--- src/hdl/sc_pkg.sv ---
// Shared types and constants for the stack calculator.
package sc_pkg;

    localparam int STACK_DEPTH = 16;
    localparam int ADDR_W      = $clog2(STACK_DEPTH);
    localparam int DEPTH_W     = $clog2(STACK_DEPTH + 1);
    localparam int DATA_W      = 32;
    localparam int ACT_W       = 3;
    localparam int STAT_W      = 2;

    localparam logic [DEPTH_W-1:0] DEPTH_FULL = DEPTH_W'(STACK_DEPTH);

    typedef enum logic [ACT_W-1:0] {
        ACT_PUSH = 3'd0,
        ACT_ADD  = 3'd1,
        ACT_MUL  = 3'd2,
        ACT_DUP  = 3'd3,
        ACT_DROP = 3'd4
    } action_t;

    typedef enum logic [STAT_W-1:0] {
        ST_OK    = 2'd0,
        ST_UNDER = 2'd1,
        ST_OVER  = 2'd2
    } status_t;

    typedef enum logic [1:0] {
        S_IDLE,
        S_EXEC,
        S_OUT
    } state_t;

    typedef struct packed {
        logic load;  // capture command word, start operand read
        logic exec;  // apply command to the stack, load result
    } ctrl_cmd_t;

endpackage

--- src/hdl/sc_cmd_if.sv ---
// Command channel: action and operand with valid/ready handshake.
interface sc_cmd_if;
    import sc_pkg::*;

    logic              valid;
    logic              ready;
    logic [ACT_W-1:0]  action;
    logic [DATA_W-1:0] value;

    modport source (output valid, output action, output value, input ready);
    modport sink   (input valid, input action, input value, output ready);
endinterface

--- src/hdl/sc_res_if.sv ---
// Result channel: top entry, depth and status with valid/ready handshake.
interface sc_res_if;
    import sc_pkg::*;

    logic               valid;
    logic               ready;
    logic [DATA_W-1:0]  top_value;
    logic [DEPTH_W-1:0] depth;
    logic [STAT_W-1:0]  status;

    modport source (output valid, output top_value, output depth, output status, input ready);
    modport sink   (input valid, input top_value, input depth, input status, output ready);
endinterface

--- src/hdl/sc_ctrl.sv ---
// Controller state machine: sequences accept, execute and result hand-off.
module sc_ctrl
    import sc_pkg::*;
(
    input  logic       clk,
    input  logic       rst_n,
    input  logic       in_valid,
    output logic       in_ready,
    output logic       out_valid,
    input  logic       out_ready,
    output ctrl_cmd_t  cmd
);

    state_t state_reg;
    state_t state_next;

    always_ff @(posedge clk or negedge rst_n)
    begin
        if (!rst_n)
        begin
            state_reg <= S_IDLE;
        end
        else
        begin
            state_reg <= state_next;
        end
    end

    always_comb
    begin
        state_next = state_reg;
        unique case (state_reg)
            S_IDLE:
            begin
                if (in_valid)
                begin
                    state_next = S_EXEC;
                end
            end
            S_EXEC:
            begin
                state_next = S_OUT;
            end
            S_OUT:
            begin
                if (out_ready)
                begin
                    state_next = S_IDLE;
                end
            end
            default:
            begin
                state_next = S_IDLE;
            end
        endcase
    end

    always_comb
    begin
        in_ready  = 1'b0;
        out_valid = 1'b0;
        cmd       = '0;
        unique case (state_reg)
            S_IDLE:
            begin
                in_ready = 1'b1;
                cmd.load = in_valid;
            end
            S_EXEC:
            begin
                cmd.exec = 1'b1;
            end
            S_OUT:
            begin
                out_valid = 1'b1;
            end
            default:
            begin
                in_ready = 1'b0;
            end
        endcase
    end

endmodule

--- src/hdl/sc_dpath.sv ---
// Datapath: top-of-stack register, entry store, ALU and result registers.
module sc_dpath
    import sc_pkg::*;
(
    input  logic               clk,
    input  logic               rst_n,
    input  ctrl_cmd_t          cmd,
    input  logic [ACT_W-1:0]   action,
    input  logic [DATA_W-1:0]  value,
    output logic [DATA_W-1:0]  res_top,
    output logic [DEPTH_W-1:0] res_depth,
    output logic [STAT_W-1:0]  res_status
);

    // Entries below the top; the top itself lives in top_reg.
    logic [DATA_W-1:0] mem [STACK_DEPTH];

    logic [ACT_W-1:0]   act_reg;
    logic [DATA_W-1:0]  val_reg;
    logic [DATA_W-1:0]  rd_data_reg;
    logic [DATA_W-1:0]  top_reg;
    logic [DATA_W-1:0]  top_next;
    logic [DEPTH_W-1:0] count_reg;
    logic [DEPTH_W-1:0] count_next;
    logic [DATA_W-1:0]  res_top_reg;
    logic [DEPTH_W-1:0] res_depth_reg;
    status_t            res_status_reg;
    status_t            status_next;

    logic               wr_en;
    logic [DEPTH_W-1:0] count_m1;
    logic [DEPTH_W-1:0] count_m2;
    logic [ADDR_W-1:0]  wr_addr;
    logic [ADDR_W-1:0]  rd_addr;
    logic [DATA_W-1:0]  sum;
    logic [DATA_W-1:0]  prod;

    assign count_m1 = count_reg - DEPTH_W'(1);
    assign count_m2 = count_reg - DEPTH_W'(2);
    assign wr_addr  = count_m1[ADDR_W-1:0];
    assign rd_addr  = count_m2[ADDR_W-1:0];
    assign sum      = rd_data_reg + top_reg;
    assign prod     = rd_data_reg * top_reg;

    always_comb
    begin
        top_next    = top_reg;
        count_next  = count_reg;
        status_next = ST_OK;
        wr_en       = 1'b0;
        unique case (act_reg)
            ACT_PUSH:
            begin
                if (count_reg == DEPTH_FULL)
                begin
                    status_next = ST_OVER;
                end
                else
                begin
                    wr_en      = (count_reg != '0);
                    top_next   = val_reg;
                    count_next = count_reg + DEPTH_W'(1);
                end
            end
            ACT_ADD, ACT_MUL:
            begin
                if (count_reg < DEPTH_W'(2))
                begin
                    status_next = ST_UNDER;
                end
                else
                begin
                    top_next   = (act_reg == ACT_ADD) ? sum : prod;
                    count_next = count_m1;
                end
            end
            ACT_DUP:
            begin
                if (count_reg == '0)
                begin
                    status_next = ST_UNDER;
                end
                else if (count_reg == DEPTH_FULL)
                begin
                    status_next = ST_OVER;
                end
                else
                begin
                    wr_en      = 1'b1;
                    count_next = count_reg + DEPTH_W'(1);
                end
            end
            ACT_DROP:
            begin
                if (count_reg == '0)
                begin
                    status_next = ST_UNDER;
                end
                else
                begin
                    top_next   = rd_data_reg;
                    count_next = count_m1;
                end
            end
            default:
            begin
                status_next = ST_OK;  // unused codes leave the stack alone
            end
        endcase
    end

    always_ff @(posedge clk)
    begin
        if (cmd.load)
        begin
            act_reg     <= action;
            val_reg     <= value;
            rd_data_reg <= mem[rd_addr];
        end
        if (cmd.exec && wr_en)
        begin
            mem[wr_addr] <= top_reg;  // old top sinks into the store
        end
        if (cmd.exec)
        begin
            top_reg        <= top_next;
            res_top_reg    <= (count_next == '0) ? '0 : top_next;
            res_depth_reg  <= count_next;
            res_status_reg <= status_next;
        end
    end

    always_ff @(posedge clk or negedge rst_n)
    begin
        if (!rst_n)
        begin
            count_reg <= '0;
        end
        else if (cmd.exec)
        begin
            count_reg <= count_next;
        end
    end

    assign res_top    = res_top_reg;
    assign res_depth  = res_depth_reg;
    assign res_status = res_status_reg;

endmodule

--- src/hdl/stack_calculator.sv ---
// Integer stack calculator: push, add, multiply, duplicate and drop on a
// 16-entry stack of 32-bit words. Each command word yields one result word
// with the new top entry (zero when empty), the depth and a status (ok,
// underflow, overflow; the stack is unchanged on error). One command is in
// flight at a time and goes through these steps from acceptance to result:
// an accept cycle that issues the registered read of the second entry, an
// execute cycle through the adder or the 32x32 multiplier into the top
// register, and the result cycle. The next command word is taken in the
// cycle after the result word is taken, so no new command word is accepted
// while a result word waits to be taken.
module stack_calculator
    import sc_pkg::*;
(
    input logic     clk,
    input logic     rst_n,
    sc_cmd_if.sink  cmd,
    sc_res_if.source res
);

    ctrl_cmd_t ctrl_cmd;

    sc_ctrl u_ctrl (
        .clk       (clk),
        .rst_n     (rst_n),
        .in_valid  (cmd.valid),
        .in_ready  (cmd.ready),
        .out_valid (res.valid),
        .out_ready (res.ready),
        .cmd       (ctrl_cmd)
    );

    sc_dpath u_dpath (
        .clk        (clk),
        .rst_n      (rst_n),
        .cmd        (ctrl_cmd),
        .action     (cmd.action),
        .value      (cmd.value),
        .res_top    (res.top_value),
        .res_depth  (res.depth),
        .res_status (res.status)
    );

    // one command in flight: never ready for a new word while a result waits
    assert property (@(posedge clk) disable iff (!rst_n)
        res.valid |-> !cmd.ready)
        else $error("command accepted while a result is pending");

    assert property (@(posedge clk) disable iff (!rst_n)
        res.valid |-> (res.depth <= DEPTH_FULL))
        else $error("reported depth exceeds stack size");

    assert property (@(posedge clk) disable iff (!rst_n)
        (res.valid && (res.depth == '0)) |-> (res.top_value == '0))
        else $error("nonzero top reported on empty stack");

    // an accepted command raises result valid once the execute state has passed
    assert property (@(posedge clk) disable iff (!rst_n)
        (cmd.valid && cmd.ready) |=> ##1 $rose(res.valid))
        else $error("result not presented after execute");

endmodule

--- src/flat_wrapper.sv ---
// flat-port wrapper written by rule: the top's interface ports become plain ports
module stack_calculator_flat import sc_pkg::*;
  (clk, rst_n, cmd_valid, cmd_action, cmd_value, cmd_ready, res_valid, res_top_value, res_depth, res_status, res_ready);
  sc_cmd_if cmd_i ();
  sc_res_if res_i ();
  input logic clk;
  input logic rst_n;
  input wire logic [$bits(cmd_i.valid)-1:0] cmd_valid;
  input wire logic [$bits(cmd_i.action)-1:0] cmd_action;
  input wire logic [$bits(cmd_i.value)-1:0] cmd_value;
  output wire logic [$bits(cmd_i.ready)-1:0] cmd_ready;
  output wire logic [$bits(res_i.valid)-1:0] res_valid;
  output wire logic [$bits(res_i.top_value)-1:0] res_top_value;
  output wire logic [$bits(res_i.depth)-1:0] res_depth;
  output wire logic [$bits(res_i.status)-1:0] res_status;
  input wire logic [$bits(res_i.ready)-1:0] res_ready;
  assign cmd_i.valid = cmd_valid;
  assign cmd_i.action = cmd_action;
  assign cmd_i.value = cmd_value;
  assign cmd_ready = cmd_i.ready;
  assign res_valid = res_i.valid;
  assign res_top_value = res_i.top_value;
  assign res_depth = res_i.depth;
  assign res_status = res_i.status;
  assign res_i.ready = res_ready;
  stack_calculator u_core (.clk(clk), .rst_n(rst_n), .cmd(cmd_i), .res(res_i));
endmodule
--- config.mk ---
export PLATFORM = sky130hd
export DESIGN_NAME = stack_calculator_flat
export DESIGN_NICKNAME = d
export VERILOG_FILES = /design/src/hdl/sc_pkg.sv /design/src/hdl/sc_cmd_if.sv /design/src/hdl/sc_res_if.sv /design/src/hdl/sc_ctrl.sv /design/src/hdl/sc_dpath.sv /design/src/hdl/stack_calculator.sv /design/src/flat_wrapper.sv
export SDC_FILE = /design/constraint.sdc
export NUM_CORES = 2
export LEC_CHECK = 0
export BUFFER_PORTS_ARGS = -buffer_cell sky130_fd_sc_hd__buf_2
export CELL_PAD_IN_SITES_DETAIL_PLACEMENT = 0
export CELL_PAD_IN_SITES_GLOBAL_PLACEMENT = 1
export CORE_MARGIN = 2
export CORE_UTILIZATION = 54
export CTS_BUF_LIST = sky130_fd_sc_hd__clkbuf_4 sky130_fd_sc_hd__clkbuf_8 sky130_fd_sc_hd__clkbuf_16
export CTS_CLUSTER_DIAMETER = 200
export CTS_CLUSTER_SIZE = 16
export DETAILED_ROUTE_END_ITERATION = 7
export PLACE_DENSITY = 0.86
export SLEW_MARGIN = 10
export SYNTH_ARGS = -nofsm -noshare
export SYNTH_HDL_FRONTEND = slang
export SYNTH_SLANG_ARGS = --single-unit
--- constraint.sdc ---
create_clock -name clk -period 9.63 [get_ports clk]
set_clock_uncertainty 0.15 [all_clocks]
set_input_delay 1.926 -clock clk [delete_from_list [all_inputs] [get_ports clk]]
set_output_delay 1.926 -clock clk [all_outputs]
set_load 0.1 [all_outputs]
==> out/results.ini <==
[drt]
wl_met2_microns = 55410
detail-route-antenna-nets = 0
drtIter0Drc = 2811
first_pass_iters = 8
vias = 25890
wl_met3_microns = 12470
highest_layer = met4
wl_met1_microns = 46220
route.detailed.drc = 0
wl_microns = 118500
wl_per_cell_microns = 28.16
via_per_inst = 6.152

[yosys]
synth-async-reset-ratio_pct = 1.065
synth-seq-cells = 657
synthTopCellsByArea = edfxtp_1 46%, fa_1 19%, mux4_2 8.5%
synth.avg_cell_area_sq_um = 13.76
synth_mux_area_share_pct = 8.646
ys.flop_type = edfxtp_1
synth_most_common_cell = edfxtp_1
synth_common_cells = 650 x edfxtp_1, 409 x fa_1, 403 x inv_1
synth_top_area_cell = edfxtp_1
synthAdderAreaFrac_pct = 24.00
synth_top_family_by_area = adder cells
yosysWarnings = 0
synth_compound_area_share_pct = 4.520
synth_xor_area_share_pct = 2.382
syn-num-nets = 3706
synthSimpleGateAreaFrac_pct = 9.251
syn-instance-count = 3096
syn-cell-area_sq_um = 42600
synth.distinct_cells = 83
synth_top_area_share_pct = 45.81
synth_enable_flop_cells = 650
yosysSeqAreaShare_pct = 46.23

[sta]
rsz0062_at_grt = false
hold_viol = 0
max_freq_ghz = 0.1204
setup_violations = 0
finalCritPeriodShare_pct = 86.24
setup_tns_ns = 0
layout_min_cycle_time_ns = 8.305
worst_pin_slew_ns = 1.087
max_slew_margin_pct = 27.56
slew_violations = 0

[clocking]
cts_buffers = 47
path_clk_slew_ns = 0.08
clock_sinks = 657
cts_hold_buf = 0
htree_levels = 2
tritoncts = yes
insertion_delay_ns = 0.63
cts_setup_buffers = 0
cts_root_buf = clkbuf_16
cts_resized = 0
clockBufferDepth = 3

[floorplan]
start_util_pct = 54.28
ios = 80
core_area_sq_um = 78480
die_h_microns = 284.9
num_rows = 103
die_w_microns = 284.9
dieArea_sq_um = 81160

[layout]
drive_gt1_share_pct = 13.30
area_delta_synth_final_pct = 7.339
largest_reg_flops = 512
final_nets = 3758
top_register = u_core.u_dpath.mem

[setup_path]
r2r_slack_ns = 1.33
crit_start = u_core.u_dpath.rd_data_reg[9]
startpoint_type = register
r2r_start = u_core.u_dpath.rd_data_reg[9]
endpoint_kind = register
arrival_ns = 8.50
required_ns = 9.83
crit_type = register to register
crit_fanout = 24

[grt]
overflow = 0
grt_pass1_vias = 27880
antenna_found_initial = 2
grtUsageTotal_pct = 30.06
grt_max_degree = 57
grt_first_pass_wirelength_microns = 178800

[job]
maxCapViolCount = 0

[run_status]
status = complete, no violations

[worst_hold_path]
hold_path.class = register to register
worstHoldStart = u_core.u_ctrl.state_reg[1]

[placement]
dp_hpwl_microns = 80930
io_buffers = 79
place.gp.congestion = 0.9584

==> worst paths after layout <==
check	to	depth (start not counted)
max	u_core.u_dpath.res_top[31]	23
min	u_core.u_ctrl.state_reg[1]	2
max in group asynchronous	u_core.u_dpath.count_reg[0]	1
max reg2reg	u_core.u_dpath.res_top[31]	23
min in group asynchronous	u_core.u_ctrl.state_reg[0]	1
min reg2reg	u_core.u_ctrl.state_reg[1]	2
==> through the flow <==
step / hold WS [ns] / instances / worst slack [ns] / area [sq um] / utilization [%]
after detailed placement: 0.4467 / 4149 / 1.427 / 44430 / 56.61
after global placement: 0.4193 / 4149 / 1.483 / 44430 / 56.61
after floorplan: 0.3947 / 3096 / 2.063 / 42600 / -
final: 0.4760 / 4208 / 1.325 / 45730 / 58.27
after CTS: 0.4667 / 4207 / 1.395 / 45730 / 58.26
after global routing: 0.4892 / 4207 / 0.9467 / 45730 / 58.26
==> cell type report <==
| type | count | area (sq um) |
|---|---|---|
| diodes | 1 | 2.502 |
| clock buffers | 53 | 1221 |
| clock inverters | 5 | 75.07 |
| fillers | 6050 | 32750 |
| inverters | 403 | 1514 |
| multi-input cells | 1885 | 20940 |
| flip-flops and latches | 657 | 19700 |
| well taps | 1050 | 1314 |
| repair buffers | 154 | 958.4 |
==> logic make-up (layout without fill, tap and decap cells) <==
family / Yosys count / in the layout
buffers and inverters: 554 / 615
flip-flops: 657 / 657
AO/OA/AOI/OAI: 266 / 266
multiplexers: 168 / 168
XOR/XNOR: 115 / 115
adder cells (fa/ha/maj): 572 / 572
other: 0 / 1
AND/OR/NAND/NOR: 764 / 764
==> routing by layer <==
| metal | vias up | track usage, % |
|---|---|---|
| met3 | 257 | 6.328 |
| met1 | 13450 | 42.01 |
| li1 | 10710 | - |
| met4 | 0 | 10.08 |
| met5 | - | 0 |
| met2 | 1466 | 47.52 |
==> placed cells by master (no fill, tap or decap), types with 11 or more instances in the layout <==
master / n
mux4_2: 160
nor2b_1: 34
inv_1: 402
o21ai_0: 55
and2_1: 307
nand3_1: 17
buf_2: 79
edfxtp_1: 650
xnor2_1: 86
a222oi_1: 22
nor2_1: 46
fa_1: 409
nor2_4: 16
nand2b_1: 11
a21oi_1: 51
xor2_1: 27
ha_1: 161
a21o_1: 20
buf_4: 75
nor3_1: 15
nand2_1: 283
clkbuf_16: 47
==> worst max-delay path, stage by stage, from the launching register on <==
cell and delay, ns:
edfxtp_1 1.02, nand2_1 0.20, fa_1 0.46, inv_1 0.08
fa_1 0.45, fa_1 0.55, inv_1 0.07, fa_1 0.49
inv_1 0.08, fa_1 0.54, inv_1 0.07, fa_1 0.54
inv_1 0.05, fa_1 0.49, fa_1 0.42, ha_1 0.37
a211o_1 0.37, a2111oi_4 0.50, a21oi_2 0.14, o31a_1 0.29
a221oi_2 0.32, xnor2_1 0.15, a22o_1 0.18, a21oi_2 0.06
Power is left out: the tool's default activity adds up to more than one toggle a clock period on the data nets, which glitch-free logic cannot reach.
